File: src/rtl/mtl_pkg.sv
`default_nettype none
// ----------------------------------------------------------------------------
// mtl_pkg
// Shared types, character codes and the result-list helper for the markup
// to text line converter.
// ----------------------------------------------------------------------------
package mtl_pkg;

  localparam logic [2:0] TAG_NAME_MAX = 3'd6;
  localparam logic [3:0] ENTITY_MAX   = 4'd14;

  localparam logic OP_BYTE = 1'b0;
  localparam logic OP_END  = 1'b1;

  localparam logic [1:0] STYLE_NORMAL = 2'd0;
  localparam logic [1:0] STYLE_TITLE  = 2'd1;
  localparam logic [1:0] STYLE_LINK   = 2'd2;

  localparam logic [7:0] CH_LF    = 8'h0A;
  localparam logic [7:0] CH_CR    = 8'h0D;
  localparam logic [7:0] CH_SPACE = 8'h20;
  localparam logic [7:0] CH_QUOT  = 8'h22;
  localparam logic [7:0] CH_AMP   = 8'h26;
  localparam logic [7:0] CH_APOS  = 8'h27;
  localparam logic [7:0] CH_SLASH = 8'h2F;
  localparam logic [7:0] CH_SEMI  = 8'h3B;
  localparam logic [7:0] CH_LT    = 8'h3C;
  localparam logic [7:0] CH_GT    = 8'h3E;
  localparam logic [7:0] CH_CASE  = 8'd32;

  typedef enum logic [2:0] {
    KIND_CHAR  = 3'd0,
    KIND_EOL   = 3'd1,
    KIND_BLANK = 3'd2,
    KIND_EMPTY = 3'd3,
    KIND_END   = 3'd4
  } kind_e;

  typedef struct packed {
    kind_e      kind;
    logic [7:0] ch;
    logic [1:0] style;
    logic       last;
  } res_t;

  // Up to three results per transaction, n gives how many are filled
  typedef struct packed {
    res_t [2:0] r;
    logic [1:0] n;
  } res_list_t;

  function automatic res_list_t res_push(res_list_t l, kind_e k, logic [7:0] ch,
                                         logic [1:0] st);
    res_list_t o;
    o = l;
    if (l.n != 2'd3) begin
      if (l.n != 2'd0) begin
        o.r[l.n - 2'd1].last = 1'b0;
      end
      o.r[l.n].kind  = k;
      o.r[l.n].ch    = ch;
      o.r[l.n].style = st;
      o.r[l.n].last  = 1'b1;
      o.n            = l.n + 2'd1;
    end
    return o;
  endfunction

endpackage
`default_nettype wire

File: src/rtl/mtl_step.sv
`default_nettype none
// ----------------------------------------------------------------------------
// mtl_step
// Scanner state and the single-pass decode of one transaction into its list
// of results; state advances when the result list is taken.
// ----------------------------------------------------------------------------
module mtl_step import mtl_pkg::*; (
  input  wire logic       clk_i,
  input  wire logic       rst_ni,
  input  wire logic       en_i,
  input  wire logic       op_i,
  input  wire logic [7:0] data_byte_i,
  output res_list_t       res_o
);

  localparam logic [2:0] MODE_TEXT      = 3'd0;
  localparam logic [2:0] MODE_TAG_START = 3'd1;
  localparam logic [2:0] MODE_TAG_NAME  = 3'd2;
  localparam logic [2:0] MODE_TAG_SKIP  = 3'd3;
  localparam logic [2:0] MODE_ENTITY    = 3'd4;

  logic [2:0]      mode_q, mode_d;
  logic            clos_q, clos_d;
  logic [7:0]      first_q, first_d;
  logic [2:0]      tcnt_q, tcnt_d;
  logic [1:0]      sty_q, sty_d;
  logic            lht_q, lht_d;
  logic            any_q, any_d;
  logic [3:0][7:0] ent_q, ent_d;
  logic [3:0]      ecnt_q, ecnt_d;

  always_comb begin
    res_list_t  l;
    logic       do_ftag;
    logic       do_fent;
    logic       do_text;
    logic       do_start;
    logic       ehit;
    logic [7:0] ech;
    logic [7:0] t;

    mode_d   = mode_q;
    clos_d   = clos_q;
    first_d  = first_q;
    tcnt_d   = tcnt_q;
    sty_d    = sty_q;
    lht_d    = lht_q;
    any_d    = any_q;
    ent_d    = ent_q;
    ecnt_d   = ecnt_q;
    l        = '0;
    do_ftag  = 1'b0;
    do_fent  = 1'b0;
    do_text  = 1'b0;
    do_start = 1'b0;
    ehit     = 1'b0;
    ech      = 8'h00;
    t        = 8'h00;

    if (op_i == OP_END) begin
      if (mode_q == MODE_TAG_START || mode_q == MODE_TAG_NAME ||
          mode_q == MODE_TAG_SKIP) begin
        do_ftag = 1'b1;
      end else if (mode_q == MODE_ENTITY) begin
        do_fent = 1'b1;
      end
    end else begin
      unique case (mode_q) inside
        MODE_TAG_START, MODE_TAG_NAME: begin
          if (mode_q == MODE_TAG_START && data_byte_i == CH_SLASH) begin
            clos_d = 1'b1;
            mode_d = MODE_TAG_NAME;
          end else if (data_byte_i == CH_GT) begin
            do_ftag = 1'b1;
          end else if (data_byte_i == CH_SPACE || data_byte_i == CH_LF) begin
            mode_d = MODE_TAG_SKIP;
          end else begin
            if (tcnt_q == 3'd0) begin
              first_d = data_byte_i;
            end
            tcnt_d = tcnt_q + 3'd1;
            mode_d = (tcnt_d >= TAG_NAME_MAX) ? MODE_TAG_SKIP : MODE_TAG_NAME;
          end
        end
        MODE_TAG_SKIP: begin
          if (data_byte_i == CH_GT) begin
            do_ftag = 1'b1;
          end
        end
        MODE_ENTITY: begin
          if (data_byte_i == CH_SEMI) begin
            do_fent = 1'b1;
          end else if (data_byte_i == CH_AMP) begin
            do_fent  = 1'b1;
            do_start = 1'b1;
          end else if (ecnt_q >= ENTITY_MAX) begin
            // overlong entity: close it and treat this byte as plain text
            do_fent = 1'b1;
            do_text = 1'b1;
          end else begin
            if (ecnt_q < 4'd4) begin
              ent_d[ecnt_q[1:0]] = data_byte_i;
            end
            ecnt_d = ecnt_q + 4'd1;
          end
        end
        default: begin
          do_text = 1'b1;
        end
      endcase
    end

    if (do_ftag) begin
      if (lht_d) begin
        l     = res_push(l, KIND_EOL, 8'h00, sty_d);
        lht_d = 1'b0;
        any_d = 1'b1;
      end
      mode_d = MODE_TEXT;
      if (tcnt_d == 3'd0 || clos_d) begin
        sty_d = STYLE_NORMAL;
      end else begin
        t = first_d;
        if (t >= "A" && t <= "Z") begin
          t = t + CH_CASE;
        end
        case (t) inside
          "h": begin
            sty_d = STYLE_TITLE;
            l     = res_push(l, KIND_BLANK, 8'h00, STYLE_NORMAL);
            any_d = 1'b1;
          end
          "a": begin
            sty_d = STYLE_LINK;
          end
          "l", "p", "d": begin
            l     = res_push(l, KIND_BLANK, 8'h00, STYLE_NORMAL);
            any_d = 1'b1;
          end
          "b", "t": begin
          end
          default: begin
            sty_d = STYLE_NORMAL;
          end
        endcase
      end
    end

    if (do_fent) begin
      mode_d = MODE_TEXT;
      ehit   = 1'b1;
      if (ecnt_d == 4'd3 && ent_d[0] == "a" && ent_d[1] == "m" && ent_d[2] == "p") begin
        ech = CH_AMP;
      end else if (ecnt_d == 4'd2 && ent_d[0] == "l" && ent_d[1] == "t") begin
        ech = CH_LT;
      end else if (ecnt_d == 4'd2 && ent_d[0] == "g" && ent_d[1] == "t") begin
        ech = CH_GT;
      end else if (ecnt_d == 4'd4 && ent_d[0] == "q" && ent_d[1] == "u" &&
                   ent_d[2] == "o" && ent_d[3] == "t") begin
        ech = CH_QUOT;
      end else if (ecnt_d == 4'd4 && ent_d[0] == "n" && ent_d[1] == "b" &&
                   ent_d[2] == "s" && ent_d[3] == "p") begin
        ech = CH_SPACE;
      end else if (ecnt_d == 4'd3 && ent_d[0] == "#" && ent_d[1] == "3" &&
                   ent_d[2] == "9") begin
        ech = CH_APOS;
      end else begin
        ehit = 1'b0;
      end
      if (ehit) begin
        l     = res_push(l, KIND_CHAR, ech, STYLE_NORMAL);
        lht_d = 1'b1;
      end
    end

    if (do_text) begin
      mode_d = MODE_TEXT;
      if (data_byte_i == CH_LT) begin
        mode_d  = MODE_TAG_START;
        clos_d  = 1'b0;
        first_d = 8'h00;
        tcnt_d  = 3'd0;
      end else if (data_byte_i == CH_AMP) begin
        do_start = 1'b1;
      end else if (data_byte_i != CH_LF && data_byte_i != CH_CR) begin
        l     = res_push(l, KIND_CHAR, data_byte_i, STYLE_NORMAL);
        lht_d = 1'b1;
      end
    end

    if (do_start) begin
      mode_d = MODE_ENTITY;
      ecnt_d = 4'd0;
      ent_d  = '0;
    end

    if (op_i == OP_END) begin
      if (lht_d) begin
        l     = res_push(l, KIND_EOL, 8'h00, sty_d);
        any_d = 1'b1;
      end
      if (!any_d) begin
        l = res_push(l, KIND_EMPTY, 8'h00, STYLE_NORMAL);
      end
      l = res_push(l, KIND_END, 8'h00, STYLE_NORMAL);
      // drop all scan state for the next document
      mode_d  = MODE_TEXT;
      clos_d  = 1'b0;
      first_d = 8'h00;
      tcnt_d  = 3'd0;
      sty_d   = STYLE_NORMAL;
      lht_d   = 1'b0;
      any_d   = 1'b0;
      ent_d   = '0;
      ecnt_d  = 4'd0;
    end

    res_o = l;
  end

  always_ff @(posedge clk_i or negedge rst_ni) begin
    if (!rst_ni) begin
      mode_q  <= MODE_TEXT;
      clos_q  <= 1'b0;
      first_q <= 8'h00;
      tcnt_q  <= 3'd0;
      sty_q   <= STYLE_NORMAL;
      lht_q   <= 1'b0;
      any_q   <= 1'b0;
      ent_q   <= '0;
      ecnt_q  <= 4'd0;
    end else if (en_i) begin
      mode_q  <= mode_d;
      clos_q  <= clos_d;
      first_q <= first_d;
      tcnt_q  <= tcnt_d;
      sty_q   <= sty_d;
      lht_q   <= lht_d;
      any_q   <= any_d;
      ent_q   <= ent_d;
      ecnt_q  <= ecnt_d;
    end
  end

endmodule
`default_nettype wire

File: src/rtl/mtl_rbuf.sv
`default_nettype none
// ----------------------------------------------------------------------------
// mtl_rbuf
// Three-entry result register; loads a whole result list and hands the
// results out one transaction at a time.
// ----------------------------------------------------------------------------
module mtl_rbuf import mtl_pkg::*; (
  input  wire logic      clk_i,
  input  wire logic      rst_ni,
  input  wire logic      load_i,
  input  res_list_t      list_i,
  input  wire logic      out_ready_i,
  output logic           out_valid_o,
  output res_t           res_o,
  output logic           free_o
);

  res_t [2:0] r_q, r_d;
  logic [1:0] rem_q, rem_d;
  logic       pop;

  assign out_valid_o = (rem_q != 2'd0);
  assign res_o       = r_q[0];
  assign pop         = out_valid_o && out_ready_i;
  assign free_o      = (rem_q == 2'd0) || (rem_q == 2'd1 && out_ready_i);

  always_comb begin
    r_d   = r_q;
    rem_d = rem_q;
    if (load_i) begin
      r_d   = list_i.r;
      rem_d = list_i.n;
    end else if (pop) begin
      // advance the queue by one entry
      r_d[0] = r_q[1];
      r_d[1] = r_q[2];
      rem_d  = rem_q - 2'd1;
    end
  end

  always_ff @(posedge clk_i) begin
    r_q <= r_d;
  end

  always_ff @(posedge clk_i or negedge rst_ni) begin
    if (!rst_ni) begin
      rem_q <= 2'd0;
    end else begin
      rem_q <= rem_d;
    end
  end

endmodule
`default_nettype wire

File: src/rtl/markup_to_text_lines.sv
`default_nettype none
// ----------------------------------------------------------------------------
// markup_to_text_lines
// Markup document to display text converter: strips tags, decodes entities
// and emits characters, line ends, blank lines and page markers.
// ----------------------------------------------------------------------------
//  Channel | Handshake              | Payload
//  --------+------------------------+------------------------------------------
//  in      | in_valid_i/in_ready_o  | op_i, data_byte_i
//  out     | out_valid_o/out_ready_i| kind_o, text_char_o, line_style_o, last_o
//
//  An accepted byte waits in the input register until the result register is
//  free, is decoded in one pass and its result list (zero to three results)
//  loads the result register. Results leave one per cycle while out_ready_i is high.
//  The input register refills while the last result is still waiting.
//  Reset clears all scan state at once; there is no clearing pass.
// ----------------------------------------------------------------------------
module markup_to_text_lines import mtl_pkg::*; (
  input  wire logic       clk_i,
  input  wire logic       rst_ni,
  input  wire logic       in_valid_i,
  output logic            in_ready_o,
  input  wire logic       op_i,
  input  wire logic [7:0] data_byte_i,
  output logic            out_valid_o,
  input  wire logic       out_ready_i,
  output logic [2:0]      kind_o,
  output logic [7:0]      text_char_o,
  output logic [1:0]      line_style_o,
  output logic            last_o
);

  logic       vld_q, vld_d;
  logic       op_q;
  logic [7:0] byte_q;
  logic       buf_free;
  logic       work;
  res_list_t  list;
  res_t       res;

  assign work       = vld_q && buf_free;
  assign in_ready_o = !vld_q || work;

  always_comb begin
    vld_d = vld_q;
    if (in_valid_i && in_ready_o) begin
      vld_d = 1'b1;
    end else if (work) begin
      vld_d = 1'b0;
    end
  end

  always_ff @(posedge clk_i or negedge rst_ni) begin
    if (!rst_ni) begin
      vld_q <= 1'b0;
    end else begin
      vld_q <= vld_d;
    end
  end

  // hold the payload until the decode takes it
  always_ff @(posedge clk_i) begin
    if (in_valid_i && in_ready_o) begin
      op_q   <= op_i;
      byte_q <= data_byte_i;
    end
  end

  mtl_step u_step (
    .clk_i       (clk_i),
    .rst_ni      (rst_ni),
    .en_i        (work),
    .op_i        (op_q),
    .data_byte_i (byte_q),
    .res_o       (list)
  );

  mtl_rbuf u_rbuf (
    .clk_i       (clk_i),
    .rst_ni      (rst_ni),
    .load_i      (work),
    .list_i      (list),
    .out_ready_i (out_ready_i),
    .out_valid_o (out_valid_o),
    .res_o       (res),
    .free_o      (buf_free)
  );

  assign kind_o       = res.kind;
  assign text_char_o  = res.ch;
  assign line_style_o = res.style;
  assign last_o       = res.last;

  a_end_is_last: assert property (@(posedge clk_i) disable iff (!rst_ni)
    (out_valid_o && kind_o == KIND_END) |-> last_o)
    else $error("document end result not marked last");

  a_more_follow: assert property (@(posedge clk_i) disable iff (!rst_ni)
    (out_valid_o && out_ready_i && !last_o) |=> out_valid_o)
    else $error("result list cut short");

  a_char_only: assert property (@(posedge clk_i) disable iff (!rst_ni)
    (out_valid_o && kind_o != KIND_CHAR) |-> (text_char_o == 8'h00))
    else $error("character set on non-character result");

  a_style_range: assert property (@(posedge clk_i) disable iff (!rst_ni)
    (out_valid_o && kind_o != KIND_EOL) |-> (line_style_o == STYLE_NORMAL))
    else $error("style set on result that ends no line");

endmodule
`default_nettype wire

File: config.mk
export PLATFORM = sky130hd
export DESIGN_NAME = markup_to_text_lines
export DESIGN_NICKNAME = d
export VERILOG_FILES = /design/src/rtl/mtl_pkg.sv /design/src/rtl/mtl_step.sv /design/src/rtl/mtl_rbuf.sv /design/src/rtl/markup_to_text_lines.sv
export SDC_FILE = /design/constraint.sdc
export NUM_CORES = 1
export LEC_CHECK = 0
export BUFFER_PORTS_ARGS = -buffer_cell sky130_fd_sc_hd__buf_4
export CORE_ASPECT_RATIO = 2
export CORE_UTILIZATION = 53
export CTS_CLUSTER_SIZE = 8
export DETAILED_ROUTE_END_ITERATION = 8
export HOLD_SLACK_MARGIN = 0.03
export MAX_ROUTING_LAYER = met4
export PLACE_DENSITY = 0.7
export SLEW_MARGIN = 0
export SYNTH_ARGS = -nofsm -noshare
export SYNTH_HDL_FRONTEND = slang
export SYNTH_SLANG_ARGS = --single-unit
export TNS_END_PERCENT = 10
File: constraint.sdc
create_clock -name clk_i -period 7.3 [get_ports clk_i]
set_input_delay 1.46 -clock clk_i [delete_from_list [all_inputs] [get_ports clk_i]]
set_output_delay 1.46 -clock clk_i [all_outputs]
set_load 0.02 [all_outputs]
==> results of run 1 <==
==> worst max-delay path, delay by kind of cell (launching register included) <==
kind | cells | cell delay [ns]
muxes | 1 | 0.28
DFF | 1 | 0.69
buffers and inverters | 3 | 0.25
adders and majority gates | 3 | 0.84
xor gates and xnor gates | 1 | 0.17
and+or+nand+nor | 3 | 1.20
AOI/OAI and AO/OA | 8 | 2.05
==> cell families (layout without fill, tap and decap cells) <==
logic type / count (synthesis) / in the layout / share of synthesized area
compound gates: 197 / 197 / 0.223
xor+xnor: 4 / 4 / 0.00511
fa+ha+maj: 13 / 13 / 0.0237
buf+inv: 76 / 75 / 0.0548
flops: 109 / 109 / 0.435
mux: 23 / 23 / 0.0367
other cells: 1 / 10 / 0.000547
simple gates: 272 / 272 / 0.220
==> placed cells by master, fill, tap and decap left out, drive strengths merged, types with 16 or more instances in the layout <==
cell type	count
nor3	26
nand2	72
o21ai	39
mux2i	19
o31ai	16
nor4	17
edfxtp	51
a21oi	25
buf	35
a22o	38
dfrtp	58
nor2	47
nand3	18
inv	29
==> sequential cells by signal, summed over array words and instances (netlist names) <==
signal / flops
u_rbuf.res_o: 14
u_rbuf.r_q: 28
u_step.clos_q: 1
u_step.first_q: 8
byte_q: 8
u_step.ecnt_q: 4
u_step.mode_q: 3
u_step.lht_q: 1
u_rbuf.rem_q: 2
vld_q: 1
op_q: 1
u_step.ent_q: 32
u_step.any_q: 1
u_step.tcnt_q: 3
u_step.sty_q: 2
==> power breakdown <==
| part | internal [W] | switching [W] |
|---|---|---|
| Clock | 0.000247 | 0.000254 |
| Sequential | 0.000862 | 0.000122 |
| Combinational | 0.000317 | 0.000629 |
==> area by class of cell <==
| cell class | count | share of cell area |
|---|---|---|
| multi-input cells | 519 | 0.480 |
| flip-flops and latches | 109 | 0.406 |
| repair buffers | 35 | 0.0358 |
| clock buffers | 10 | 0.0317 |
| well taps | 150 | 0.0255 |
| inverters | 24 | 0.0123 |
| clock inverters | 6 | 0.00818 |
==> stage by stage <==
stage | total power [W] | worst slack [ns] | cells | hold WS (ns) | utilization
2_1_floorplan | 0.00166 | 2.43 | 704 | 0.457 | -
3_3_place_gp | 0.00191 | 1.73 | 837 | 0.479 | 0.562
3_5_place_dp | 0.00193 | 1.62 | 837 | 0.482 | 0.562
4_1_cts | 0.00243 | 1.58 | 853 | 0.500 | 0.585
5_1_grt | 0.00255 | 1.18 | 853 | 0.507 | 0.585
6_report | 0.00243 | 1.56 | 853 | 0.503 | 0.585
==> per-layer routing <==
layer | GRT usage | vias to the layer above | wire, um
li1 | - | 2625 | -
met1 | 0.341 | 2835 | 7130
met2 | 0.577 | 245 | 11000
met3 | 0.0454 | 85 | 876
met4 | 0.219 | 0 | 1410
met5 | - | - | 0
==> final timing paths <==
path                                           endpoint  slack (ns)                         start  depth (start not counted)
setup / recovery              u_rbuf.res_o[0]$_DFFE_PP_        1.56           byte_q[6]$_DFFE_PP_                         19
max in group asynchronous   u_step.ent_q[6]$_DFFE_PN0P_        5.58                        rst_ni                          1
hold / removal             u_step.ent_q[31]$_DFFE_PN0P_        0.50  u_step.ent_q[31]$_DFFE_PN0P_                          1
min in group asynchronous  u_step.ent_q[27]$_DFFE_PN0P_        1.18                        rst_ni                          1
hold reg to reg            u_step.ent_q[31]$_DFFE_PN0P_        0.50  u_step.ent_q[31]$_DFFE_PN0P_                          1
setup reg to reg              u_rbuf.res_o[0]$_DFFE_PP_        1.56           byte_q[6]$_DFFE_PP_                         19
==> qor.yml, run 1 <==
sta:
  fin_crit_sh: 0.786
  period_needed_ns: 5.74
  maxSlewHeadroom: 0.241
  hold_viol_final: 0
  finalClockSkew_ns: 0.00781
  fin_tns_setup_ns: 0
  worst_slew_pin_slew_ns: 1.14
  setup_violations: 0
  drv_slew: 0
  fmax_mhz: 174
  grt_setup_unrepaired: "no"
global_routing:
  grt_pass1_vias: 5728
  grt_pass1_wl_um: 31500
  grt_util_all_layers: 0.335
  grt_start_max_net_pins: 60
  antenna_found_initial: 0
  gr-total-overflow: 0
drt:
  drtIter0Drc: 549
  first_pass_iters: 5
  vias: 5790
  wl_um: 20400
  wl_per_cell_um: 23.9
  drc: 0
  ant_nets: 0
  avgViaCountPerCell: 6.79
critical_path:
  worstPathCellList: "or4b_4 -> o311a_1 -> o211a_1 -> nand2_1 -> mux2i_1 -> inv_1 -> ha_1 -> xor2_1 -> a211oi_1 -> o221ai_1 -> a22oi_1 -> ha_1 -> nor4_1 -> o31a_1 -> inv_2 -> ha_1 -> inv_1 -> o21ai_1 -> o221a_1"
  max_stage_delay_ns: 0.69
  crit_type: "reg -> reg"
  crit_required_ns: 7.41
  critPathMaxFanout: 14
  crit_path_start_kind: "register"
  critPathMostFrequentCell: "ha_1"
  slowest_stage: "edfxtp_1"
  worst-endpoint-arrival_ns: 5.85
  end_kind: "register"
job:
  maxCapViolCount: 0
synthesis:
  ys_warn_count: 0
  synth_most_common_cell: "nand2_1"
  synth_seq_cells: 109
  synth_top_area_frac: 0.224
  synth_edf_count: 51
  synth.distinct_cells: 101
  yosysSeqAreaShare: 0.435
  synth_common_cells: "nand2_1, dfrtp_1, edfxtp_1"
  netlist_area_um2: 6850
  synth_cells: 695
  synth.largest_area_cell: "edfxtp_1"
  ys_top_cells_by_area: "edfxtp_1, dfrtp_1, a22o_1, nand2_1, mux2i_1"
  avgSynthCellArea_um2: 9.86
  ys_async_sr_fraction: 0.532
  yosys_most_used_dff: "dfrtp_1"
placed_design:
  hpwl_um: 14900
  port_buffers: 28
  place_area_um2: 7050
  place_congestion: 0.926
clock_network:
  numClockSinks: 109
  cts_tree: "done"
  clock_path_buffers: 2
  cts_resized: 0
  ctsRootBufferMaster: "clkbuf_16"
  hold_buffers: 0
  insertion_delay_ns: 0.36
  clkSlewWorstSetupHoldPaths_ns: 0.08
  cts_htree_levels: 3
  numCtsBuffers: 9
  postCtsSetupBuffers: 0
power_and_ir_drop:
  p_per_area_nw_per_um2: 331
  peakVddDrop_uv: 502
  leakagePower_nw: 2.89
final_layout:
  area_delta_synth_final_pct: 7.21
  antenna_cells: 0
  fillers: 1094
  multiInputGateArea_um2: 3530
  final_area_um2: 7350
  seq_area_um2: 2980
  fin_nets: 724
  drive_gt1_frac: 0.137
floorplanning:
  die_y_um: 163
  io_pins: 29
  fp.dieW_um: 82.4
  core_area_um2: 12600
  start_util: 0.546
  rows: 58
  dieArea_um2: 13400
run_status:
  status: "finished, final reports clean"
hold_path:
  hp-class: "reg -> reg"
(Power assumes the default switching activity.)
==> run 2, diff against run 1 <==
--- a/config.mk
+++ b/config.mk
@@ -12,7 +12,7 @@
 export DETAILED_ROUTE_END_ITERATION = 8
 export HOLD_SLACK_MARGIN = 0.03
 export MAX_ROUTING_LAYER = met4
-export PLACE_DENSITY = 0.7
+export PLACE_DENSITY = 0.73
 export SLEW_MARGIN = 0
 export SYNTH_ARGS = -nofsm -noshare
 export SYNTH_HDL_FRONTEND = slang
==> constraint.sdc (replaced) <==
create_clock -name clk_i -period 4.87 [get_ports clk_i]
set_input_delay 0.974 -clock clk_i [delete_from_list [all_inputs] [get_ports clk_i]]
set_output_delay 0.974 -clock clk_i [all_outputs]
set_load 0.02 [all_outputs]
==> run 2 against run 1 <==
- non-clock buffer count increased by 28
- clock power grew 52%
- first-iteration DRC count rose by 0.55%
- highest routed layer unchanged
- largest power group is now combinational logic
- critical path type unchanged
- register-to-register slack got worse by 1.4 ns
- worst hold slack worse by 0.0047 ns
- fmax is 22% higher
==> qor.yml, run 2 (synthesis gave the netlist of run 1 again) <==
run_status:
  status: "finished, final reports clean"
drt:
  drtIter0Drc: 552
  wl_um: 20800
  wl_per_cell_um: 23.6
  avgViaCountPerCell: 6.86
  drc: 0
  first_pass_iters: 5
  ant_nets: 0
  vias: 6051
critical_path:
  max_stage_delay_ns: 0.43
  r2r_start: "byte_q[7]$_DFFE_PP_"
  worstPathCellList: "buf_4 -> buf_4 -> nand4bb_1 -> o31ai_2 -> nor2_1 -> nand2_2 -> mux2i_2 -> inv_1 -> ha_2 -> o21ai_1 -> a211oi_2 -> o221ai_2 -> a22oi_2 -> buf_4 -> buf_4 -> ha_1 -> nand3_1 -> a21o_4 -> clkinvlp_4 -> nor3_4 -> a2111o_1 -> o311ai_2"
  crit_path_start_kind: "register"
  path_buf_inv: 6
  crit_required_ns: 5.04
  r2r_cells: 22
  startpoint: "byte_q[7]$_DFFE_PP_"
  r2r_slack_ns: 0.17
  critPathMaxFanout: 11
  path_delay_family: "compound AO/OA/AOI/OAI gates"
  r2r-end: "u_rbuf.res_o[12]$_DFFE_PP_"
  worst-endpoint-arrival_ns: 4.87
  cp-endpoint: "u_rbuf.res_o[12]$_DFFE_PP_"
  end_kind: "register"
  critPathMostFrequentCell: "buf_4"
  crit_type: "reg -> reg"
  path_depth: 22
  slowest_stage: "a2111o_1"
sta:
  fmax_mhz: 213
  worst_slew_pin_slew_ns: 1.11
  drv_slew: 0
  fin_crit_sh: 0.966
  final_critical_path_setup_slack_ns: 0.168
  period_needed_ns: 4.70
  finalClockSkew_ns: 0.00904
  maxSlewHeadroom: 0.258
  setup_violations: 0
  hold_viol_final: 0
  whs_ns: 0.498
placed_design:
  port_buffers: 28
  pre_cts_slack_ns: -0.0405
  dpl.cell_count: 861
  hpwl_um: 14900
  place_congestion: 1.16
floorplanning:
  fp.dieW_um: 82.4
  core_area_um2: 12600
  io_pins: 29
  rows: 58
  start_util: 0.546
  die_y_um: 163
  dieArea_um2: 13400
clock_network:
  cts_tree: "done"
  cts_htree_levels: 3
  ctsRootBufferMaster: "clkbuf_16"
  clock_path_buffers: 2
  hold_buffers: 0
  insertion_delay_ns: 0.36
  numCtsBuffers: 9
  clkSlewWorstSetupHoldPaths_ns: 0.08
  numClockSinks: 109
power_and_ir_drop:
  p_per_area_nw_per_um2: 495
  finalPower_w: 0.00377
  peakVddDrop_uv: 370
  leakagePower_nw: 3.03
global_routing:
  grt_start_max_net_pins: 59
  grt_util_all_layers: 0.342
  antenna_found_initial: 1
  gr-total-overflow: 0
  grt_pass1_vias: 6036
  grt_pass1_wl_um: 32500
final_layout:
  area_delta_synth_final_pct: 11.2
  layout.cells.most_common: "nand2_1"
  fin_nets: 752
  drive_gt1_frac: 0.182
  fin_cells: 882
  mostFrequentLayoutCells: "nand2_1, buf_4, dfrtp_1, edfxtp_1, nor2_1"
  largest-register: "u_step.ent_q"
  largest_reg_flops: 32
job:
  maxCapViolCount: 0
hold_path:
  hp-class: "reg -> reg"
-- run 2: area by class of cell --
type / count / area [um^2]
multi-input cells: 519 / 3570
diodes: 1 / 2.50
clock inverters: 7 / 78.8
fillers: 1066 / 4940
inverters: 24 / 93.8
flip-flops and latches: 109 / 2980
repair buffers: 63 / 473
well taps: 150 / 188
clock buffers: 9 / 225
-- run 2: where the power goes --
| part | total (W) | switching (W) | leakage, nW | internal (W) |
|---|---|---|---|---|
| logic | 0.00157 | 0.00104 | 1.57 | 0.000527 |
| clock network | 0.000762 | 0.000389 | 0.151 | 0.000372 |
| registers | 0.00144 | 0.000147 | 1.30 | 0.00129 |
-- run 2: worst min path at each step --
stage	startpoint	endpoint	slack (ns)	depth (start not counted)
floorplan	u_step.ent_q[31]$_DFFE_PN0P_	u_step.ent_q[31]$_DFFE_PN0P_	0.46	1
global placement	u_step.ent_q[27]$_DFFE_PN0P_	u_step.ent_q[27]$_DFFE_PN0P_	0.48	1
detailed placement	u_step.ent_q[24]$_DFFE_PN0P_	u_step.ent_q[24]$_DFFE_PN0P_	0.48	1
CTS	u_step.ent_q[24]$_DFFE_PN0P_	u_step.ent_q[24]$_DFFE_PN0P_	0.50	1
global route	u_step.ent_q[25]$_DFFE_PN0P_	u_step.ent_q[25]$_DFFE_PN0P_	0.51	1
finish	u_step.ent_q[25]$_DFFE_PN0P_	u_step.ent_q[25]$_DFFE_PN0P_	0.50	1
-- run 2: metal layers --
layer,part of all wire,wire (um),global-route usage
met2,0.51,10700,0.564
met5,0,0,-
met3,0.065,1360,0.0790
met4,0.092,1920,0.264
met1,0.33,6810,0.334
-- run 2: through the flow --
stage | area, um^2 | setup TNS (ns) | util
finish | 7620 | 0 | 0.607
detailed placement | 7240 | -0.0492 | 0.576
global route | 7620 | -0.0731 | 0.607
global placement | 7240 | 0 | 0.576
CTS | 7550 | 0 | 0.601
floorplan | 6890 | 0 | -
-- run 2: repair_timing --
action / in CTS / in global routing
resized for setup: 2 / 8
setup endpoints to repair: 3 / 14
buffers inserted: 0 / 4
pin swaps: 0 / 10
hold endpoints to repair: 0 / 0
